`src/design/asw_pkg.sv`:
```
`default_nettype none
package asw_pkg;

	localparam int CFG_DATA_W  = 5;
	localparam int CFG_INDEX_W = 2;

	// register indexes
	localparam logic [CFG_INDEX_W-1:0] REG_SAMPLE_FORMAT = 2'd0;
	localparam logic [CFG_INDEX_W-1:0] REG_LITTLE_ENDIAN = 2'd1;
	localparam logic [CFG_INDEX_W-1:0] REG_COMPRESSION   = 2'd2;
	localparam logic [CFG_INDEX_W-1:0] REG_CHANNEL_COUNT = 2'd3;

	// sample formats
	localparam logic [2:0] FMT_INT8    = 3'd0;
	localparam logic [2:0] FMT_INT16   = 3'd1;
	localparam logic [2:0] FMT_INT24   = 3'd2;
	localparam logic [2:0] FMT_INT32   = 3'd3;
	localparam logic [2:0] FMT_INT64   = 3'd4;
	localparam logic [2:0] FMT_FLOAT32 = 3'd5;
	localparam logic [2:0] FMT_FLOAT64 = 3'd6;

	// compression codes
	localparam logic [1:0] CMP_PCM   = 2'd0;
	localparam logic [1:0] CMP_MULAW = 2'd1;
	localparam logic [1:0] CMP_ALAW  = 2'd2;

	// G.711 constants
	localparam logic [7:0]  ALAW_XOR   = 8'h55;
	localparam logic [15:0] MU_OFFSET  = 16'h0084;
	localparam logic [15:0] ALAW_BIAS  = 16'h0108;

	localparam int CH_HARD_LIMIT = 16;

	typedef struct packed {
		logic [2:0] sample_format;
		logic       little_endian;
		logic [1:0] compression;
		logic [4:0] channel_count;
	} cfg_t;

	typedef struct packed {
		logic        ok;
		logic        is_float;
		logic [63:0] value;
	} dec_res_t;

endpackage
`default_nettype wire

```
`src/design/asw_decode.sv`:
```
`default_nettype none
module asw_decode
	import asw_pkg::*;
(
	input  var cfg_t        cfg,
	input  wire  [63:0]     raw,
	output var dec_res_t    res
);

	function automatic logic [63:0] bswap64(input logic [63:0] w);
		logic [63:0] r;
		for (int i = 0; i < 8; i++) begin
			r[8*i +: 8] = w[8*(7-i) +: 8];
		end
		return r;
	endfunction

	logic [7:0]  mu_u;
	logic [15:0] mu_t;
	logic [16:0] mu_lin;
	logic [7:0]  al_a;
	logic [2:0]  al_seg;
	logic [15:0] al_base;
	logic [15:0] al_mag;
	logic [16:0] al_lin;
	logic [63:0] be64;
	logic [63:0] pcm;

	always_comb begin
		mu_u   = ~raw[7:0];
		mu_t   = (16'({mu_u[3:0], 3'b000}) + MU_OFFSET) << mu_u[6:4];
		mu_lin = mu_u[7] ? ({1'b0, MU_OFFSET} - {1'b0, mu_t})
			: ({1'b0, mu_t} - {1'b0, MU_OFFSET});

		al_a    = raw[7:0] ^ ALAW_XOR;
		al_seg  = al_a[6:4];
		al_base = 16'({al_a[3:0], 4'b0000});
		if (al_seg == 3'd0) begin
			al_mag = al_base + 16'd8;
		end else begin
			al_mag = (al_base + ALAW_BIAS) << (al_seg - 3'd1);
		end
		al_lin = al_a[7] ? {1'b0, al_mag} : (17'd0 - {1'b0, al_mag});
	end

	always_comb begin
		be64 = bswap64(raw);
		res  = '0;
		pcm  = '0;
		unique case (cfg.compression)
			CMP_MULAW: begin
				res.ok    = 1'b1;
				res.value = {{47{mu_lin[16]}}, mu_lin};
			end
			CMP_ALAW: begin
				res.ok    = 1'b1;
				res.value = {{47{al_lin[16]}}, al_lin};
			end
			CMP_PCM: begin
				res.ok = 1'b1;
				unique case (cfg.sample_format)
					FMT_INT8: begin
						res.value = {{56{raw[7]}}, raw[7:0]};
					end
					FMT_INT16: begin
						pcm[15:0] = cfg.little_endian ? raw[15:0] : be64[63:48];
						res.value = {{48{pcm[15]}}, pcm[15:0]};
					end
					FMT_INT24: begin
						pcm[23:0] = cfg.little_endian ? raw[23:0] : be64[63:40];
						res.value = {{40{pcm[23]}}, pcm[23:0]};
					end
					FMT_INT32: begin
						pcm[31:0] = cfg.little_endian ? raw[31:0] : be64[63:32];
						res.value = {{32{pcm[31]}}, pcm[31:0]};
					end
					FMT_INT64: begin
						res.value = cfg.little_endian ? raw : be64;
					end
					FMT_FLOAT32: begin
						res.is_float = 1'b1;
						res.value    = {32'd0,
							(cfg.little_endian ? raw[31:0] : be64[63:32])};
					end
					FMT_FLOAT64: begin
						res.is_float = 1'b1;
						res.value    = cfg.little_endian ? raw : be64;
					end
					default: begin
						res.ok = 1'b0;
					end
				endcase
			end
			default: begin
				res.ok = 1'b0;
			end
		endcase
	end

endmodule
`default_nettype wire

```
`src/design/audio_sample_word_decoder.sv`:
```
// Audio sample word decoder: turns the raw bytes of one interleaved sample
// (first stored byte in bits 7:0) into a sign-extended 64-bit linear value for
// 8/16/24/32/64-bit PCM in either byte order, or a 16-bit linear value for
// G.711 mu-law and A-law bytes; float formats come out as byte-ordered raw bits
// with float_bits set. Each result carries its channel index and a frame_last
// mark from a channel counter. One sample is taken every clock while in_stall
// is low; an accepted sample is held in the input register and the decode
// logic feeds the result register, which presents the result. While a
// result is held by out_stall one more sample can wait in the input register;
// the input stalls only when both registers are full.
// Samples under an invalid format/compression selection produce no result and
// leave the channel counter alone. The user must write configuration only while
// no beat is in flight; the block itself does not enforce this.
`default_nettype none
module audio_sample_word_decoder
	import asw_pkg::*;
#(
	parameter int MAX_CHANNELS = 16
) (
	input  wire                    clk,
	input  wire                    arst_n,
	input  wire                    cfg_we,
	input  wire  [CFG_INDEX_W-1:0] cfg_index,
	input  wire  [CFG_DATA_W-1:0]  cfg_data,
	input  wire                    in_valid,
	output logic                   in_stall,
	input  wire  [63:0]            sample_bytes,
	output logic                   out_valid,
	input  wire                    out_stall,
	output logic signed [63:0]     sample_value,
	output logic                   float_bits,
	output logic [3:0]             channel_index,
	output logic                   frame_last
);

	localparam int CH_LIMIT =
		(MAX_CHANNELS < CH_HARD_LIMIT) ? MAX_CHANNELS : CH_HARD_LIMIT;

	cfg_t        cfg_q;
	logic [3:0]  chan_cnt_q;
	logic        valid_s1;
	logic [63:0] bytes_s1;
	logic        valid_s2;
	logic [63:0] value_s2;
	logic        float_s2;
	logic [3:0]  chan_s2;
	logic        last_s2;
	dec_res_t    dec;
	logic        adv;
	logic [4:0]  count_eff;
	logic        last;

	always_ff @(posedge clk or negedge arst_n) begin
		if (!arst_n) begin
			cfg_q.sample_format <= FMT_INT16;
			cfg_q.little_endian <= 1'b0;
			cfg_q.compression   <= CMP_PCM;
			cfg_q.channel_count <= 5'd2;
		end else if (cfg_we) begin
			unique case (cfg_index)
				REG_SAMPLE_FORMAT: cfg_q.sample_format <= cfg_data[2:0];
				REG_LITTLE_ENDIAN: cfg_q.little_endian <= cfg_data[0];
				REG_COMPRESSION:   cfg_q.compression   <= cfg_data[1:0];
				REG_CHANNEL_COUNT: cfg_q.channel_count <= cfg_data[4:0];
			endcase
		end
	end

	assign adv      = !valid_s2 || !out_stall;
	assign in_stall = valid_s1 && !adv;

	// input register
	always_ff @(posedge clk or negedge arst_n) begin
		if (!arst_n) begin
			valid_s1 <= 1'b0;
		end else if (in_valid && !in_stall) begin
			valid_s1 <= 1'b1;
		end else if (adv) begin
			valid_s1 <= 1'b0;
		end
	end

	always_ff @(posedge clk) begin
		if (in_valid && !in_stall) begin
			bytes_s1 <= sample_bytes;
		end
	end

	asw_decode u_decode (
		.cfg (cfg_q),
		.raw (bytes_s1),
		.res (dec)
	);

	always_comb begin
		count_eff = cfg_q.channel_count;
		if (count_eff == 5'd0) begin
			count_eff = 5'd1;
		end
		if (count_eff > 5'(CH_LIMIT)) begin
			count_eff = 5'(CH_LIMIT);
		end
		last = ({1'b0, chan_cnt_q} + 5'd1) >= count_eff;
	end

	always_ff @(posedge clk or negedge arst_n) begin
		if (!arst_n) begin
			valid_s2   <= 1'b0;
			chan_cnt_q <= '0;
		end else if (adv) begin
			valid_s2 <= valid_s1 && dec.ok;
			if (valid_s1 && dec.ok) begin
				chan_cnt_q <= last ? 4'd0 : chan_cnt_q + 4'd1;
			end
		end
	end

	// result register
	always_ff @(posedge clk) begin
		if (adv && valid_s1 && dec.ok) begin
			value_s2 <= dec.value;
			float_s2 <= dec.is_float;
			chan_s2  <= chan_cnt_q;
			last_s2  <= last;
		end
	end

	assign out_valid     = valid_s2;
	assign sample_value  = value_s2;
	assign float_bits    = float_s2;
	assign channel_index = chan_s2;
	assign frame_last    = last_s2;

endmodule
`default_nettype wire

```
`config.mk`:
```
export PLATFORM = sky130hd
export DESIGN_NAME = audio_sample_word_decoder
export DESIGN_NICKNAME = d
export VERILOG_FILES = /design/src/design/asw_pkg.sv /design/src/design/asw_decode.sv /design/src/design/audio_sample_word_decoder.sv
export SDC_FILE = /design/constraint.sdc
export NUM_CORES = 1
export LEC_CHECK = 0
export CAP_MARGIN = 20
export CORE_ASPECT_RATIO = 2
export CORE_MARGIN = 1.5
export CORE_UTILIZATION = 50
export DETAILED_ROUTE_END_ITERATION = 10
export DONT_BUFFER_PORTS = 1
export PLACE_DENSITY = 0.73
export RECOVER_POWER = 100
export SYNTH_ARGS = -nofsm -noshare
export SYNTH_HDL_FRONTEND = slang
export SYNTH_SLANG_ARGS = --single-unit
```
`constraint.sdc`:
```
create_clock -name clk -period 3.7 [get_ports clk]
set_clock_uncertainty 0.1 [all_clocks]
set_input_delay 0.185 -clock clk [delete_from_list [all_inputs] [get_ports clk]]
set_output_delay 0.185 -clock clk [all_outputs]
set_load 0.01 [all_outputs]
```
Word-level counts from Yosys, hierarchy flattened
Cells that the tools add are included.
{"block": "classes", "n_mul": 0, "n_bitwise": 2, "order_cmp": 2, "add_sub_neg": 9, "muxes": 17, "shifts": 2, "reduce_logical": 25, "n_div": 0, "eq_ne": 11}
{"op": "case mux 64 bit (6 select lines)", "n": 1}
{"op": "case mux 64 bit (3 select lines)", "n": 1}
{"op": "two-way mux 64 bit", "n": 1}
{"op": "two-way mux 17 bit", "n": 2}
{"op": "two-way mux 16 bit", "n": 2}
{"op": "two-way mux 32 bit", "n": 1}
{"op": "left shift 16 x 3 -> 16 bit", "n": 2}
{"op": "two-way mux 24 bit", "n": 1}
{"op": "subtractor 1 x 16 -> 17 bit (first input constant)", "n": 1}
{"op": "subtractor 16 x 8 -> 17 bit (second input constant)", "n": 1}
{"op": "subtractor 8 x 16 -> 17 bit (first input constant)", "n": 1}
{"op": "adder 8 x 9 -> 10 bit (second input constant)", "n": 1}
{"op": "two-way mux 5 bit", "n": 2}
{"op": "AND reduction 2 bit", "n": 5}
{"op": "adder 7 x 8 -> 9 bit (second input constant)", "n": 1}
{"op": "adder 8 x 4 -> 9 bit (second input constant)", "n": 1}
{"op": "== test 3 bit (second input constant)", "n": 3}
{"op": "inverter 8 bit", "n": 1}
{"op": "OR reduction 7 bit", "n": 1}
{"op": "== test 2 bit (second input constant)", "n": 3}
{"op": "== test 3 x 2 -> 1 bit (second input constant)", "n": 2}
{"op": "zero test 3 bit", "n": 2}
{"op": "OR reduction 2 bit", "n": 3}
{"op": "adder 4 x 1 -> 5 bit (second input constant)", "n": 1}
{"op": "other kinds (16)", "n": 28}
{"block": "totals", "ram_bits": 0, "romBits": 0, "reg_bits": 151, "mem_count": 0, "in_bits": 76, "out_inout_bits": 72, "wordCells": 80, "latch_bits": 0}

Logic depth before layout (Yosys ltp)
{"block": "logic_depth", "word_depth": 7, "ltp_mapped": 17, "depth_no_buf": 12}

By module
A second synthesis with hierarchy kept.
{"block": "unflattened", "hier_cells": 839, "hier_area_um2": 8886.0}
{"module": "audio_sample_word_decoder", "cells_each": 212, "seq_area_each_um2": 4451.8, "area_each_um2": 4894.7, "n_inst": 1}
{"module": "asw_decode", "cells_each": 627, "seq_area_each_um2": 0.0, "area_each_um2": 3991.3, "n_inst": 1}

Worst setup path before layout
OpenSTA, ideal clock, no wires.
{"block": "synth_timing", "path_type": "register -> register", "startpoint": "reg cfg_q[5] (netlist bit)", "endpoint": "reg chan_cnt_q[2]", "path_buffers": 0, "arrival_time_ns": 3.239, "setup_ns": 0.118, "path_slack_ns": 0.242, "stages_incl_launch_ff": 10, "required_time_ns": 3.482, "period_less_slack_ns": 3.458, "cell_sequence": "dfrtp_1 -> inv_1 -> ha_1 -> and2_0 -> nor2_1 -> nor3b_1 -> nand2_1 -> inv_1 -> o21ai_0 -> a21o_1"}
{"block": "synth_via", "elab_chain_len": 5, "elab_cells_between_ends": 7, "cone_classes": "2 x eq/ne; 1 x mux; 4 x reduce/logical"}
{"item": "start, declared", "line_no": "audio_sample_word_decoder.sv:39", "text": "cfg_t cfg_q;"}
{"item": "== test 2 x 1 -> 1 bit or == test 2 bit (tied branches)", "line_no": "asw_decode.sv:50", "text": "unique case (cfg.compression)"}
{"item": "OR reduction 2 bit (no source line)"}
{"item": "case mux 1 bit (2 select lines) (*)", "line_no": "asw_decode.sv:50"}
{"item": "logical AND 1 bit (*)", "line_no": "audio_sample_word_decoder.sv:112", "text": "if (valid_s1 && dec.ok) begin"}
{"item": "AND reduction 2 bit (no source line) (*)"}
{"item": "end signal, assigned", "line_no": "audio_sample_word_decoder.sv:113", "text": "chan_cnt_q <= last ? 4'd0 : chan_cnt_q + 4'd1;"}
{"item": "end, declared", "line_no": "audio_sample_word_decoder.sv:40", "text": "logic [3:0] chan_cnt_q;"}
Mark *: on every way between the ends. The rest lies on a longest branch, timed or not.
A chain may end at the register's enable or synchronous reset.

==> results.md <==
- First DRT Iteration DRCs: around 740
- Basic-gate share of the synthesized area counting and, or, nand and nor cells: a little under an eighth
- Number of unique standard cell types used by synthesis: 82
- Kind of start point of the critical path: register
- Worst Path Max Fanout: 28
- Netlist area before placement: 0.00913 mm2
- CTS tree: built
- Compound-cell area share of the yosys netlist: 23.8%
- Placeable Area: 0.0178 mm2
- Most frequently used flop master after synthesis: edfxtp_1
- Initial antenna violation count: 0
- Overflow left after global routing: 0
- Worst endpoint data arrival time: about 3.5 ns
- Final Wtd Congestion: approximately 0.98
- Clk sinks: 151
- Fraction of synthesized area in multiplexers: roughly 6.3%
- Post-synthesis share of cell area spent on full adders, half adders and majority gates: under 10%
- Post-CTS sizing: 0
- Main combinational cell family by area after synthesis: compound AO/OA/AOI/OAI gates
- Hold Violations, Final: 0
- First drt pass iteration count: 7
- Average vias per placed instance: 6.65
- Total I/O pin count: 148
- Transition at the pin with the smallest max-transition slack: 1.71 ns
- #FFs+latches synth: about 150
- CTS H-tree depth: 4
- CTS max path bufs: 2
- Largest net degree at the start of global routing: 65
- Final cycle utilization of the critical path: between 90 and 100%
- Combinational Power Share: 32.0%
- DR DRC count: 0
- Total power divided by cell area: 593 mW/mm2
- Met1 wire length: 9810 um
- Antenna-violating nets left: 0
- Total of endpoints with negative setup slack in the final report: 0
- Global-route wire length before repair: 46600 um
- Max Used Layer: met4
- Number of port buffers: 0
- Post-detailed-routing wire length: 30300 um
- Count of flip-flops with a built-in enable after synthesis: approximately 130
- Row count: between 60 and 70
- Latest clock arrival within the worst-skew pair: 0.43 ns
- Net count of the mapped netlist: 962
- Horizontal extent of the die: roughly 99 um
- Layout cells sized above 1: 16.2%
- Violated checks: capacitance limit, slew limit
- Portion of total power attributed to the clock network: 26.2%
- Number of post-CTS setup repair buffers: 0
- Starting density of the core: 51.3%
- Register clock-pin slew on the reported worst setup and hold paths: 0.06 ns
- Height of the die: 194 um
- Vias in the first global route: 7952
- Slew Viols, Final: 65
- Internal power: 0.00404 W
- XOR/XNOR share of the synthesized area: 1.53%
- Detailed-routed wire length on met2: between 15000 and 20000 um
- Worst hold-check path type: input port to register
- Fraction of the yosys area taken by sequential cells: 48.8%
- Vias after detailed routing: 7753
- Critical path start-end classification: register to register
- Warning count from the yosys run: 0
- Post-Synthesis Cells: 866
- Mean instance size in the synthesized netlist: 10.5 um2
- Launch instance of the worst min-delay path: out_stall
- Static Leakage: roughly 3.9 nW
- Maximum VDD drop: 0.463 mV
- Post-synthesis async set-or-reset flop share: a little under an eighth
- Worst setup startpoint: bytes_s1[4]$_DFFE_PP_
- Setup repair after global routing missed its margin: false
- Nets: between 1000 and 1500
- Final worst hold slack: 0.0223 ns
- Switching share of power: 36.5%
- Setup_tns: 0 ns
- Clock root buffer: clkbuf_16
- Origin of the critical flop-to-flop path: bytes_s1[4]$_DFFE_PP_
- Outcome: finished with violations
- Routed wire length on met3: slightly below 2000 um
- Net switching power: between 0.002 and 0.0025 W
- Per-cell routed wire length: 26.0 um
- Num CTS Buffers: 17
- Critical path required time: 3.73 ns
- Flop pwr share: 41.8%
- Category of the worst setup path capture point: register
- Final critical delay including setup and external delays: 3.47 ns
- Total die area: ~0.019 mm2
- Detailed Place HPWL: 21100 um
- Gr usage total: between 30% and 40%
- Top achievable clock speed: 288 MHz
- Number of max-capacitance violations reported: 1
- P&R area growth vs syn: 17.4%
- Headroom to the max-slew limit: -13.7%
[registers in the layout, indices dropped and copies added, names as in the netlist]
register / count
bytes_s1: 64
cfg_q: 11
chan_cnt_q: 4
channel_index: 4
float_bits: 1
frame_last: 1
out_valid: 1
sample_value: 64
valid_s1: 1
[worst max-delay path: stages (launching register included)]
cell and delay, ns:
edfxtp_1 0.57, buf_4 0.40, ha_1 0.44, a21oi_1 0.12
nor3_1 0.53, buf_4 0.27, o21a_1 0.16, nor3_1 0.09
nor2_4 0.16, buf_12 0.19, o21ai_0 0.14
[cells in the mapped netlist (12+ instances only)]
cell type	n	area [um2]
edfxtp_1	134	4020
o21ai_0	109	546
nand2_1	62	233
a21oi_1	58	290
nor2_1	50	188
clkbuf_1	39	146
mux2_2	35	394
a22oi_1	23	173
a31oi_1	20	125
ha_1	20	250
inv_1	19	71.3
a221oi_1	17	149
dfrtp_1	15	375
nand2b_1	14	87.6
buf_2	13	65.1
o21ai_2	13	114
mux2i_1	12	120
[cells in the final DEF, fill, tap and decap left out, types with 13 or more instances in the layout]
cell type and count:
a21oi_1 59, a221oi_1 17, a22oi_1 23, a31oi_1 20, buf_4 36, clkbuf_16 17
dfrtp_1 15, dlygate4sd3_1 80, edfxtp_1 134, ha_1 20, inv_1 19, mux2_2 35
nand2_1 62, nand2b_1 13, nor2_1 50, nor3_1 13, o21ai_0 109, o21ai_2 13
[power groups by stage]
| stage | clock (W) | sequential (W) | combinational (W) |
|---|---|---|---|
| 2_1_floorplan | 0 | 0.00255 | 0.00142 |
| 3_3_place_gp | 0 | 0.00268 | 0.00186 |
| 3_5_place_dp | 0 | 0.00267 | 0.00189 |
| 4_1_cts | 0.00167 | 0.00265 | 0.00199 |
| 5_1_grt | 0.00174 | 0.00269 | 0.00220 |
| 6_report | 0.00167 | 0.00265 | 0.00203 |
[worst paths after layout]
check                                                  end  slack [ns]  depth (start not counted)
worst min register to register        cfg_q[0]$_DFFE_PN0P_        0.42                          1
worst max-delay path            sample_value[59]$_DFFE_PP_        0.23                         10
max in group asynchronous        chan_cnt_q[3]$_DFFE_PN0P_        2.81                          1
worst max register to register  sample_value[59]$_DFFE_PP_        0.23                         10
min in group asynchronous        chan_cnt_q[0]$_DFFE_PN0P_        0.18                          1
worst min-delay path             chan_cnt_q[1]$_DFFE_PN0P_        0.02                          4
[repair_timing]
action / CTS / global route
hold buffers: 80 / 0
endpoints found under the hold margin: 94 / 0
setup endpoints to repair: 0 / 0
[layout make-up]
cell class | count | area [um2]
diodes | 1 | 2.50
flip-flops and latches | 151 | 4450
well taps | 213 | 267
repair buffers | 127 | 1160
multi-input cells | 620 | 4200
inverters | 21 | 81.3
clock buffers | 21 | 460
fillers | 1458 | 7070
clock inverters | 11 | 100
[per-layer routing]
layer | GRT usage (%) | up-vias
li1 | - | 3451
met1 | 33.9 | 3680
met2 | 54.9 | 473
met3 | 5.73 | 149
met4 | 27.3 | 0
met5 | 0 | -
[cells by family (layout without fill, tap and decap cells)]
kind of cell,after synthesis,after routing
mux,50,50
fa+ha+maj,20,20
compound gates,330,330
flops,151,151
buf+inv,95,180
xor+xnor,16,16
other cells,0,1
simple gates,204,204
[metrics by stage]
step / std cells / area, um2 / total power, W / util, % / setup WS, ns
after floorplan: 866 / 9130 / 0.00397 / - / 0.242
after global placement: 1051 / 9400 / 0.00454 / 52.9 / 0.428
after detailed placement: 1051 / 9400 / 0.00456 / 52.9 / 0.398
after CTS: 1163 / 10800 / 0.00631 / 60.5 / 0.386
after global routing: 1164 / 10700 / 0.00662 / 60.3 / 0.0824
final: 1165 / 10700 / 0.00635 / 60.3 / 0.228
(Power assumes the default switching activity.)
